<file path="src/rtl/tdvt_pkg.sv">
// Shared types and constants for the tolerance dedup vector table.
package tdvt_pkg;

  localparam int MaxEntries = 64;
  localparam int MaxDim = 16;
  localparam int EntW = $clog2(MaxEntries);
  localparam int DimW = $clog2(MaxDim);
  localparam int CntW = $clog2(MaxEntries + 1);
  localparam int CoordW = 48;
  localparam int TolW = 33;
  localparam int MemW = EntW + DimW;

  localparam logic [1:0] CMD_INS_NEW = 2'd0;
  localparam logic [1:0] CMD_INS_ALW = 2'd1;
  localparam logic [1:0] CMD_COUNT = 2'd2;
  localparam logic [1:0] CMD_OVERWR = 2'd3;

  localparam logic [1:0] ST_OK = 2'd0;
  localparam logic [1:0] ST_FULL = 2'd1;
  localparam logic [1:0] ST_BADIDX = 2'd2;

  localparam logic CFG_VLEN = 1'b0;
  localparam logic CFG_TOL = 1'b1;

  typedef struct packed {
    logic [1:0] cmd;
    logic [5:0] entry_index;
    logic signed [CoordW-1:0] coord_real;
    logic signed [CoordW-1:0] coord_imag;
  } in_word_t;

  typedef struct packed {
    logic [1:0] status;
    logic added;
    logic [6:0] match_count;
    logic [6:0] stored_count;
    logic [5:0] slot;
  } out_word_t;

  // queued coordinate: word plus its position and completion flag
  typedef struct packed {
    in_word_t w;
    logic [DimW-1:0] pos;
    logic last;
  } job_t;

endpackage

</file>
<file path="src/rtl/tdvt_front.sv">
// Front end: tracks coordinate position and queues coordinate jobs.
module tdvt_front (
  input  logic clk,
  input  logic rst_n,
  input  logic start,
  input  tdvt_pkg::in_word_t in_word,
  input  logic [4:0] vlen,
  input  logic q_full,
  output logic busy,
  output logic push,
  output tdvt_pkg::job_t push_job
);
  logic [tdvt_pkg::DimW-1:0] pos_r, pos_nxt;
  logic [4:0] alen;
  logic last;

  always_comb begin
    if (vlen == 5'd0) alen = 5'd1;
    else if (vlen > 5'(tdvt_pkg::MaxDim)) alen = 5'(tdvt_pkg::MaxDim);
    else alen = vlen;
  end

  assign busy = q_full;
  assign push = start && !q_full;
  assign last = (5'(pos_r) + 5'd1) >= alen;
  assign push_job = '{w: in_word, pos: pos_r, last: last};

  always_comb begin
    pos_nxt = pos_r;
    if (push) pos_nxt = last ? '0 : pos_r + 1'b1;
  end

  always_ff @(posedge clk) begin
    if (!rst_n) pos_r <= '0;
    else pos_r <= pos_nxt;
  end
endmodule

</file>
<file path="config.mk">
export PLATFORM = sky130hd
export DESIGN_NAME = tdvt_front
export DESIGN_NICKNAME = d
export VERILOG_FILES = /design/src/rtl/tdvt_pkg.sv /design/src/rtl/tdvt_front.sv
export SDC_FILE = /design/constraint.sdc
export NUM_CORES = 1
export LEC_CHECK = 0
export BUFFER_PORTS_ARGS = -buffer_cell sky130_fd_sc_hd__buf_2
export CAP_MARGIN = 40
export CORE_AREA = 2 2 87 89
export DETAILED_ROUTE_END_ITERATION = 6
export DIE_AREA = 0 0 89 91
export PLACE_DENSITY = 0.68
export SKIP_CTS_REPAIR_TIMING = 1
export SLEW_MARGIN = 5
export SYNTH_ARGS = -nofsm -noshare
export SYNTH_HDL_FRONTEND = slang
export SYNTH_SLANG_ARGS = --single-unit
</file>
<file path="constraint.sdc">
create_clock -name clk -period 1.7 [get_ports clk]
set_input_delay 0.17 -clock clk [delete_from_list [all_inputs] [get_ports clk]]
set_output_delay 0.17 -clock clk [all_outputs]
set_load 0.005 [all_outputs]
</file>
==> impl_metrics.csv <==
group,metric,value,unit
status,outcome,"complete, but fails checks",
status,violations,"setup timing",
power_and_ir_drop,seqPwrFrac,25.8,%
final_layout,largest_reg_flops,4,
worst_setup_path,cp_cell_sequence,"ha_4 > xor2_2 > ha_1 > a21o_1 > a31oi_2 > o21ai_2 > buf_2",
worst_setup_path,crit_path_max_incr_delay,0.34,ns
power_and_ir_drop,p_per_area,598,nW/um^2
logic_synthesis,synth_top_family_by_area,"buffers and inverters",
global_routing,grt_overflow_total,0,
logic_synthesis,avgSynthCellArea,7.66,um^2
timing,worst_pin_slew,0.246,ns
power_and_ir_drop,swShare,23.6,%
logic_synthesis,synth.area.mux_share,0,%
hold_path,hold_end,"pos_r[1]$_SDFFE_PN0P_",
clock_tree,cts_sinks,4,
logic_synthesis,synth_xor_area_share,2.21,%
power_and_ir_drop,p_comb_share,19.9,%
worst_setup_path,cp.arrival,1.77,ns
final_layout,drive_above_1_share,49.2,%
hold_path,min_path_cells,3,
die,coreArea,7140,um^2
timing,setup_viol,3,
final_layout,largest_register,"pos_r",
logic_synthesis,syn_area,1130,um^2
global_routing,grt_usage,5.76,%
worst_setup_path,crit_path_end_kind,"output port",
logic_synthesis,synth_nets,267,
placed_design,io_buffers,15,
worst_setup_path,ff2ff_path_depth,8,
worst_setup_path,cp-startpoint,"pos_r[0]$_SDFFE_PN0P_",
clock_tree,cts_root_buffer,"clkbuf_8",
logic_synthesis,synth_simple_gate_area_share,8.72,%
logic_synthesis,synthAdderAreaFrac,6.62,%
logic_synthesis,yosysUniqueCellTypes,21,
die,initial_core_util,15.9,%
drt,vias,527,
worst_setup_path,crit_slowest_cell,"dfxtp_4",
clock_tree,tritoncts,"done",
clock_tree,clk_latency,0.22,ns
drt,via_per_inst,3.21,
worst_setup_path,cp.required,1.53,ns
logic_synthesis,synth_compound_area_share,4.19,%
timing,timing.fmax,514,MHz
clock_tree,clk_pin_slew,0.03,ns
die,die_x,89,um
logic_synthesis,ys_warn_count,0,
power_and_ir_drop,clockPowerShare,54.3,%
drt,finalWirelength,2480,um
timing,rsz0062_at_grt,"true",
global_routing,grt_pass1_vias,558,
power_and_ir_drop,ir_drop,0.0850,mV
timing,setup_slack,-0.245,ns
final_layout,layout.nets,185,
timing,period_minus_slack,1.94,ns
hold_path,hold_class,"in -> reg",
logic_synthesis,syn-instance-count,148,
global_routing,antenna_found_initial,0,
worst_setup_path,critical_path_class,"reg -> out",
drt,drt_iter0_markers,15,
die,die_h,91,um
global_routing,grt_pass1_wl,3220,um
worst_setup_path,cp-start-kind,"register",
placed_design,place_congestion,0.747,
final_layout,area_growth,-42.9,%
final_layout,design_area,647,um^2
timing,finalHoldViolations,0,
final_layout,layout_common_cells,"buf_2, nand3_1, ha_1, buf_4",
power_and_ir_drop,power.switching,0.0000912,W
power_and_ir_drop,leakage,0.284,nW
drt,wire_per_inst,15.1,um
die,die_area,8100,um^2
timing,min_period_over_period,114,%
drt,ant_nets,0,
worst_setup_path,rr_endpoint,"pos_r[0]$_SDFFE_PN0P_",
final_layout,top_regs,"pos_r: 4 flops",
final_layout,antenna_cells,0,
logic_synthesis,ys_seq_area_share,7.06,%
logic_synthesis,ys_ff_latch,4,
final_layout,layout_commonest_cell,"buf_2",
worst_setup_path,r2r-start,"pos_r[0]$_SDFFE_PN0P_",
final_layout,final_util,9.06,%
die,ioPinCount,224,
global_routing,grt_max_degree,9,
timing,clock_skew,0.00257,ns
placed_design,placedInstanceArea,563,um^2
worst_setup_path,r2r_slack,-0.03,ns
die,core.rowCount,31,
clock_tree,htreeDepth,1,
job,max-cap-violations,0,
power_and_ir_drop,p_int,0.000295,W
hold_path,hold_path.startpoint,"rst_n",
timing,drv_slew,0,
drt,drt_pass1_iterations,4,
placed_design,dp_hpwl,2040,um
drt,drc,0,
timing,slew_headroom,83.5,%
worst_setup_path,path_max_fanout,4,
clock_tree,cts_buffers,3,
final_layout,fillCellCount,858,
clock_tree,max-clock-path-buffers,2,
## power groups by stage
stage	Sequential, W	Clock, W	Combinational (W)
after detailed placement	0.0000999	0	0.0000674
final	0.0000998	0.000210	0.0000771
after global placement	0.0000996	0	0.0000661
after global routing	0.000100	0.000223	0.0000873
after CTS	0.0000986	0.000215	0.0000676
after floorplan	0.000102	0	0.000236
## worst max-delay path by stage
stage / end / slack [ns] / cells after the start
floorplan: push_job[0] / 0.004 / 7
global placement: push_job[0] / -0.03 / 7
detailed placement: push_job[0] / -0.07 / 7
CTS: push_job[0] / -0.31 / 7
global route: push_job[0] / -0.32 / 7
finish: push_job[0] / -0.24 / 7
## layer usage
| layer | part of all wire, % | up-vias | global-route usage, % |
|---|---|---|---|
| li1 | - | 195 | - |
| met1 | 21 | 205 | 3.00 |
| met2 | 40 | 75 | 7.34 |
| met3 | 22 | 52 | 4.27 |
| met4 | 17 | 0 | 11.9 |
| met5 | 0 | - | 0 |
## per-stage QoR
stage	hold WS, ns	setup WS [ns]	cells	total power, W	TNS (ns)
after floorplan	0.421	0.00376	148	0.000338	0
after global placement	0.340	-0.0298	158	0.000166	-0.0298
after detailed placement	0.340	-0.0746	158	0.000167	-0.0746
after CTS	0.272	-0.308	162	0.000381	-0.308
after global routing	0.291	-0.316	164	0.000410	-0.514
final	0.271	-0.245	164	0.000387	-0.307
## final cells by class
class	instances	area [um^2]	share of cell area (%)
clock buffers	4	45.0	6.96
inverters	2	7.51	1.16
multi-input cells	35	273	42.2
flip-flops and latches	4	85.1	13.2
well taps	99	124	19.1
repair buffers	20	113	17.4
## worst max-delay path: cells and delay by family, from the launching register on
| family | cells | cell delay [ns] |
|---|---|---|
| AO/OA/AOI/OAI | 3 | 0.45 |
| XOR/XNOR | 1 | 0.15 |
| adder cells (fa/ha/maj) | 2 | 0.48 |
| buffers and inverters | 1 | 0.14 |
| flip-flops | 1 | 0.34 |
## synth_stat cells, drive strengths merged
master  number  area [um^2]
a21o         1         7.51
a21oi        1         5.00
a31oi        1         6.26
and3         1         6.26
buf        107          800
dfxtp        4         80.1
ha           6         75.1
inv          2         7.50
nand2        4         15.0
nand2b       2         12.5
nand3        8         45.0
nand3b       1         7.51
nor2         2         7.51
nor3         1         5.00
o21ai        5         28.8
xnor2        1         16.3
xor2         1         8.76
## logic make-up after synthesis
kind of cell | after synthesis
DFF | 4
xor gates and xnor gates | 2
adders and majority gates | 6
and+or+nand+nor | 19
AOI/OAI and AO/OA | 8
buffers and inverters | 109
(Power assumes the default switching activity.)
