**config.mk**
```make
export PLATFORM = sky130hd
export DESIGN_NAME = tdvt_fifo
export DESIGN_NICKNAME = d
export VERILOG_FILES = /design/src/rtl/tdvt_pkg.sv /design/src/rtl/tdvt_fifo.sv
export SDC_FILE = /design/constraint.sdc
export NUM_CORES = 1
export LEC_CHECK = 0
export BUFFER_PORTS_ARGS = -buffer_cell sky130_fd_sc_hd__buf_2
export CAP_MARGIN = 20
export CORE_MARGIN = 1
export CORE_UTILIZATION = 55
export DETAILED_ROUTE_END_ITERATION = 16
export GPL_TIMING_DRIVEN = 0
export PLACE_DENSITY = 0.92
export SYNTH_ARGS = -nofsm -noshare
export SYNTH_HDL_FRONTEND = slang
export SYNTH_SLANG_ARGS = --single-unit
```
**constraint.sdc**
```tcl
create_clock -name clk -period 12.21 [get_ports clk]
set_clock_uncertainty 0.05 [all_clocks]
set_input_delay 0 -clock clk [delete_from_list [all_inputs] [get_ports clk]]
set_output_delay 0 -clock clk [all_outputs]
set_load 0.02 [all_outputs]
```
**src/rtl/tdvt_pkg.sv**
```systemverilog
// Shared types and constants for the tolerance dedup vector table.
package tdvt_pkg;

  localparam int MaxEntries = 64;
  localparam int MaxDim = 16;
  localparam int EntW = $clog2(MaxEntries);
  localparam int DimW = $clog2(MaxDim);
  localparam int CntW = $clog2(MaxEntries + 1);
  localparam int CoordW = 48;
  localparam int TolW = 33;
  localparam int MemW = EntW + DimW;

  localparam logic [1:0] CMD_INS_NEW = 2'd0;
  localparam logic [1:0] CMD_INS_ALW = 2'd1;
  localparam logic [1:0] CMD_COUNT = 2'd2;
  localparam logic [1:0] CMD_OVERWR = 2'd3;

  localparam logic [1:0] ST_OK = 2'd0;
  localparam logic [1:0] ST_FULL = 2'd1;
  localparam logic [1:0] ST_BADIDX = 2'd2;

  localparam logic CFG_VLEN = 1'b0;
  localparam logic CFG_TOL = 1'b1;

  typedef struct packed {
    logic [1:0] cmd;
    logic [5:0] entry_index;
    logic signed [CoordW-1:0] coord_real;
    logic signed [CoordW-1:0] coord_imag;
  } in_word_t;

  typedef struct packed {
    logic [1:0] status;
    logic added;
    logic [6:0] match_count;
    logic [6:0] stored_count;
    logic [5:0] slot;
  } out_word_t;

  // queued coordinate: word plus its position and completion flag
  typedef struct packed {
    in_word_t w;
    logic [DimW-1:0] pos;
    logic last;
  } job_t;

endpackage

```
**src/rtl/tdvt_fifo.sv**
```systemverilog
// Two-entry queue between front and back.
module tdvt_fifo (
  input  logic clk,
  input  logic rst_n,
  input  logic push,
  input  tdvt_pkg::job_t din,
  input  logic pop,
  output logic full,
  output logic empty,
  output tdvt_pkg::job_t dout
);
  tdvt_pkg::job_t mem_r [2];
  logic wp_r, rp_r;
  logic [1:0] cnt_r;

  assign full = cnt_r == 2'd2;
  assign empty = cnt_r == 2'd0;
  assign dout = mem_r[rp_r];

  always_ff @(posedge clk) begin
    if (push) mem_r[wp_r] <= din;
  end

  always_ff @(posedge clk) begin
    if (!rst_n) begin
      wp_r <= 1'b0;
      rp_r <= 1'b0;
      cnt_r <= '0;
    end else begin
      if (push) wp_r <= !wp_r;
      if (pop) rp_r <= !rp_r;
      cnt_r <= cnt_r + 2'(push) - 2'(pop);
    end
  end
endmodule

```
==> results of run 1 <==
-- synthesized netlist by cell type --
master and n:
xnor3_1 1, xor2_1 1, ha_1 2, o21a_1 1, buf_2 9, nor2_1 1, nor2b_1 4, buf_6 3
mux2_4 10, and2_1 4, dfxtp_1 5, edfxtp_1 218, inv_1 2, mux2_2 99
-- where the power goes --
group	internal, mW	total [mW]	switching (mW)
clock network	0.405	0.675	0.270
registers	0.885	0.896	0.0114
logic	0.117	0.252	0.136
total	1.41	1.82	0.417
-- worst register-to-register path, stage by stage, from the launching register on --
cell and delay (ns):
dfxtp_1 0.36, nor2b_4 0.60, buf_16 0.26, buf_12 0.24
-- metal layers --
layer  GRT usage  part of all wire
met3      0.0558             0.076
met1       0.283              0.38
met2       0.421              0.52
met4      0.0828             0.026
met5           0                 0
-- worst paths after layout --
path	startpoint	slack, ns	cells past startpoint	end
worst max register to register	wp_r	10.38	3	mem_r[0][62]
worst min-delay path	din[85]	0.18	2	mem_r[0][85]
worst max-delay path	flop	10.30	4	dout[9]
worst min register to register	rp_r	0.57	2	rp_r
-- cells in the final DEF (no fill, tap or decap), drive strengths merged --
cell type,instances
buf,240
edfxtp,218
dlygate4sd3,113
mux2,109
clkbuf,25
clkinv,11
dfxtp,5
and2,4
nor2b,4
bufinv,3
inv,2
ha,2
nor2,1
xor2,1
o21a,1
xnor3,1
-- sequential cells by signal, indices dropped and copies added, names as in the netlist, named ones only --
register / count
cnt_r: 2
mem_r: 218
rp_r: 1
wp_r: 1
-- timing repair --
item | CTS | global route
hold endpoints to repair | 224 | 0
hold buffers | 113 | 0
gates resized for setup | 0 | 0
-- cell type report --
type	count	area, sq um	share of cell area
Sequential cell	223	6650	0.580
Buffer	12	78.8	0.00688
Clock buffer	25	583	0.0509
Inverter	2	7.51	0.000655
Multi-Input combinational cell	123	1390	0.122
Clock inverter	14	140	0.0122
Tap cell	184	230	0.0201
Timing Repair Buffer	341	2380	0.208
-- per-stage QoR --
step	utilization	worst slack [ns]	cell area, sq um
5_1_grt	0.791	10.22	11500
4_1_cts	0.791	10.31	11500
6_report	0.791	10.30	11500
3_5_place_dp	0.663	10.43	9600
3_3_place_gp	0.653	4.29	9460
2_1_floorplan	-	6.43	8120
-- cells by family after synthesis --
kind of cell / count (synthesis)
buffers and inverters: 14
DFF: 223
and+or+nand+nor: 9
muxes: 109
xor gates and xnor gates: 2
AOI/OAI and AO/OA: 1
adders and majority gates: 2
==> flow_summary.toml, run 1 <==
[cts]
cts_buffer_depth = 3
root_buffer = "clkbuf_16"
htree_num_levels = 1
cts.clk_slew.worst_paths_ns = 0.06
cts_made_buffers = 22
clock_sinks = 223
cts_tree = "built"
cts_setup_buffers = 0
insertion_delay_ns = 0.49

[yosys]
synthAdderAreaFrac = 0.00308
synthSimpleGateAreaFrac = 0.00663
yosys_warnings = 0
ys_types = 14
yosys-top-cells-area = "edfxtp_1 (81%), mux2_2 (14%), mux2_4 (1.9%), dfxtp_1 (1.2%), buf_2 (0.56%)"
synth-xor-area-share = 0.00385
syn_inst = 360
ys_ff_latch = 223
synth_top_area_cell = "edfxtp_1"
syn_avg_cell_area_sq_um = 22.5
syn-num-nets = 475
yosysSeqAreaShare = 0.819
synth.area.mux_share = 0.156
synth_area_sq_um = 8120
yosysTopAreaCellShare = 0.807
synth_compound_area_frac = 0.000925
synth_top_family_by_area = "multiplexers"

[critical_path]
cp-end-kind = "primary output"
worst_path_most_repeated_cell = "buf_2"
crit_chain = "buf_6 -> buf_2 -> mux2_2 -> buf_2"
critPathMaxFanout = 10
crit_buf_inv = 3
cp_slowest_stage_delay_ns = 0.39
crit_type = "flop to primary output"
critPathLaunchType = "flop"
cpMaxStageDelayCell = "mux2_2"
worstPathRequired_ns = 12.16
cp.arrival_ns = 1.86
crit_family = "buffers and inverters"

[die]
die_area_sq_um = 15200
ioPinCount = 224
die_x_microns = 123
core_area_sq_um = 14500
start_util = 0.560
rows = 44
die_y_microns = 123

[placement]
place_congestion = 0.697
dpl.cell_count = 772
portBuffers = 223
dp_hpwl_mm = 10.1

[power_and_ir_drop]
power_mw = 1.82
power.density_nw_per_um2 = 159
p_leak_nw = 4.44
vdd_drop_max_uv = 151

[flow_run]
cap_violations = 0

[global_route]
globalRouteTotalUtil = 0.237
grt_pass1_vias = 5050
overflow = 0
grt_max_degree = 68
grt_pass1_wl_mm = 26.6
antenna_found_initial = 0

[timing]
worst_hold_slack_ns = 0.179
slew_violations = 0
slew-limit-headroom = 0.522
post-route-period-util = 0.157
finalCriticalPeriod_ns = 1.91
worstMarginPinSlew_ns = 0.716
finalHoldViolCount = 0
clock.fmax_mhz = 523
setup-violations-final = 0
setup-tns-final_ns = 0
grt_setup_unrepaired = "false"

[layout]
drive_gt1_frac = 0.519
fill_cells = 717
antenna_cells = 0
final_cells = 924
final_nets = 840
area_growth_pct = 41.2

[min_path]
min_path_type = "primary input to flop"

[routing]
wl_per_cell_microns = 19.9
drt_first_iter_violations = 270
drc = 0
drt_first_pass_iters = 4
via_count = 4756
finalWirelength_mm = 18.4
drtAntennaViolNets = 0
via_per_inst = 5.15

[outcome]
status = "complete, no violations"
No activity file was read; power rests on OpenSTA's default activity.
==> inputs of run 2 (changes only) <==
- CORE_UTILIZATION: 55 -> 47
- PLACE_DENSITY: 0.92 -> 0.85
- clock period: 12.21 -> 1.5 ns (I/O delays scaled with it)
==> run 2 against run 1 <==
The flow now finishes with violations (setup timing). Count of clock-buffer cells in the layout is 2 higher. First-iteration DRC count is 11% lower. Worst setup slack worse by 11 ns. Critical path depth is 1 higher. Wire length is 1.7% higher. Sequential power grew to 8.1 times the previous value.
==> flow_summary.toml, run 2 (synthesis results as in run 1) <==
[outcome]
status = "finished, violations left"
failed_checks = "setup timing"

[die]
die_area_sq_um = 17800
rows = 47
die_y_microns = 133
start_util = 0.486
die_x_microns = 133
ioPinCount = 224
core_area_sq_um = 16700

[cts]
cts_buffer_depth = 3
root_buffer = "clkbuf_16"
cts_made_buffers = 23
cts.clk_slew.worst_paths_ns = 0.06
clock_sinks = 223
htree_num_levels = 1
cts_tree = "built"
insertion_delay_ns = 0.49

[power_and_ir_drop]
combPwrFrac = 0.151
power.density_nw_per_um2 = 1250
sw_frac_of_total = 0.232
p_leak_nw = 4.60
power_frac_clock = 0.358
seqPwrFrac = 0.491
power.internal_mw = 11.4
power_mw = 14.9
p_switching_mw = 3.46
vdd_drop_max_uv = 1080

[critical_path]
cp-end-kind = "primary output"
crit_type = "flop to primary output"
worstPathRequired_ns = 1.45
rr_startpoint = "wp_r"
critPathMaxFanout = 8
r2r-end = "mem_r[0][81]"
rrSetupSlack_ns = 0.08
cp.arrival_ns = 1.74
critPathLaunchType = "flop"
ff2ff_path_depth = 3

[timing]
worst_slack_ns = -0.292
worstMarginPinSlew_ns = 0.488
setup-violations-final = 109
finalCriticalPeriod_ns = 1.79
finalHoldViolCount = 0
slew-limit-headroom = 0.674
grt_setup_unrepaired = "true"
post-route-period-util = 1.19
clock.fmax_mhz = 558
slew_violations = 0

[layout]
fill_cells = 1020
final_common_cell = "edfxtp_1"
drive_gt1_frac = 0.534
antenna_cells = 0
largest_reg_flops = 218
final_nets = 854
final_cell_mix = "edfxtp_1 (218), buf_2 (204), dlygate4sd3_1 (113)"
area_growth_pct = 46.3
largest-register = "mem_r"
reg.largest.list = "mem_r x218, cnt_r x2"
final_util = 0.711

[routing]
finalWirelength_mm = 18.7
via_count = 4814
drt_first_pass_iters = 4
wl_per_cell_microns = 19.2
drc = 0
drt_first_iter_violations = 240
via_per_inst = 4.94
drtAntennaViolNets = 0

[placement]
portBuffers = 223
place_congestion = 0.702
dp_hpwl_mm = 10.2

[min_path]
min_from = "din[43]"
worst_hold_path.num_cells = 2
min_path_type = "primary input to flop"
min_to = "mem_r[1][43]"

[global_route]
grt_max_degree = 35
grt_pass1_wl_mm = 27.4
antenna_found_initial = 0
globalRouteTotalUtil = 0.200
grt_pass1_vias = 5298
overflow = 0

[flow_run]
cap_violations = 0
==> run 2: cell count changes in the layout (fill, tap and decap cells not counted), moves of 4 or more <==
cell | previous run | this run
buf_8 | 0 | 4
buf_2 | 232 | 204
mux2_2 | 99 | 93
buf_4 | 0 | 6
buf_6 | 3 | 26
buf_12 | 1 | 6
mux2_4 | 10 | 16
==> run 2: per-layer routing <==
layer	global-route usage	up-vias	part of all wire	routed length [microns]
met5	0	-	0	0
met4	0.0663	0	0.024	451
met3	0.0365	35	0.048	895
met2	0.377	183	0.54	10200
met1	0.228	2404	0.38	7160
li1	-	2192	-	-
==> run 2: worst max-delay path: stages (launching register included) <==
cell	delay, ns
dfxtp_2	0.35
buf_8	0.14
buf_12	0.14
buf_4	0.12
mux2_2	0.35
buf_6	0.14
==> run 2: power groups by stage <==
| stage | Clock, mW | Combinational (mW) | Sequential [mW] |
|---|---|---|---|
| after floorplan | 0 | 1.09 | 7.40 |
| after global placement | 0 | 1.66 | 7.42 |
| after detailed placement | 0 | 1.75 | 7.42 |
| after CTS | 5.37 | 2.10 | 7.30 |
| after global routing | 5.65 | 2.36 | 7.33 |
| final | 5.31 | 2.24 | 7.30 |
==> run 2: how the worst max path moves through the flow <==
stage                     to  from  slack [ns]  cells after the start
6_report             dout[4]  flop       -0.29                      5
5_1_grt              dout[4]  flop       -0.34                      5
4_1_cts            dout[104]  flop       -0.31                      5
3_5_place_dp   mem_r[0][100]  wp_r       -0.53                      3
3_3_place_gp    mem_r[0][81]  wp_r       -1.63                      1
2_1_floorplan    mem_r[0][0]  wp_r       -0.92                      1
==> run 2: area by class of cell <==
type,instances,area [sq um],share of cell area
Inverter,2,7.51,0.000632
Tap cell,220,275,0.0232
Sequential cell,223,6650,0.560
Clock buffer,27,611,0.0514
Clock inverter,14,105,0.00885
Multi-Input combinational cell,126,1450,0.122
Buffer,12,160,0.0135
Timing Repair Buffer,351,2620,0.221
==> run 2: stage by stage <==
stage | setup TNS (ns) | instance area (sq um) | hold slack [ns] | std cells | setup slack (ns)
global placement | -316.59 | 9520 | 0.137 | 803 | -1.63
finish | -25.07 | 11900 | 0.178 | 975 | -0.292
CTS | -30.24 | 11700 | 0.159 | 974 | -0.308
detailed placement | -47.01 | 9610 | 0.141 | 807 | -0.532
floorplan | -176.17 | 8130 | 0.0489 | 360 | -0.917
global route | -31.16 | 11900 | 0.168 | 975 | -0.344
==> run 2: timing repair <==
action / 4_1_cts / 5_1_grt
hold buffers: 113 / 0
setup endpoints to repair: 281 / 110
buffers inserted: 8 / 0
pin swaps: 1 / 1
resized for setup: 23 / 53
cloned: 5 / 1
endpoints found under the hold margin: 223 / 0
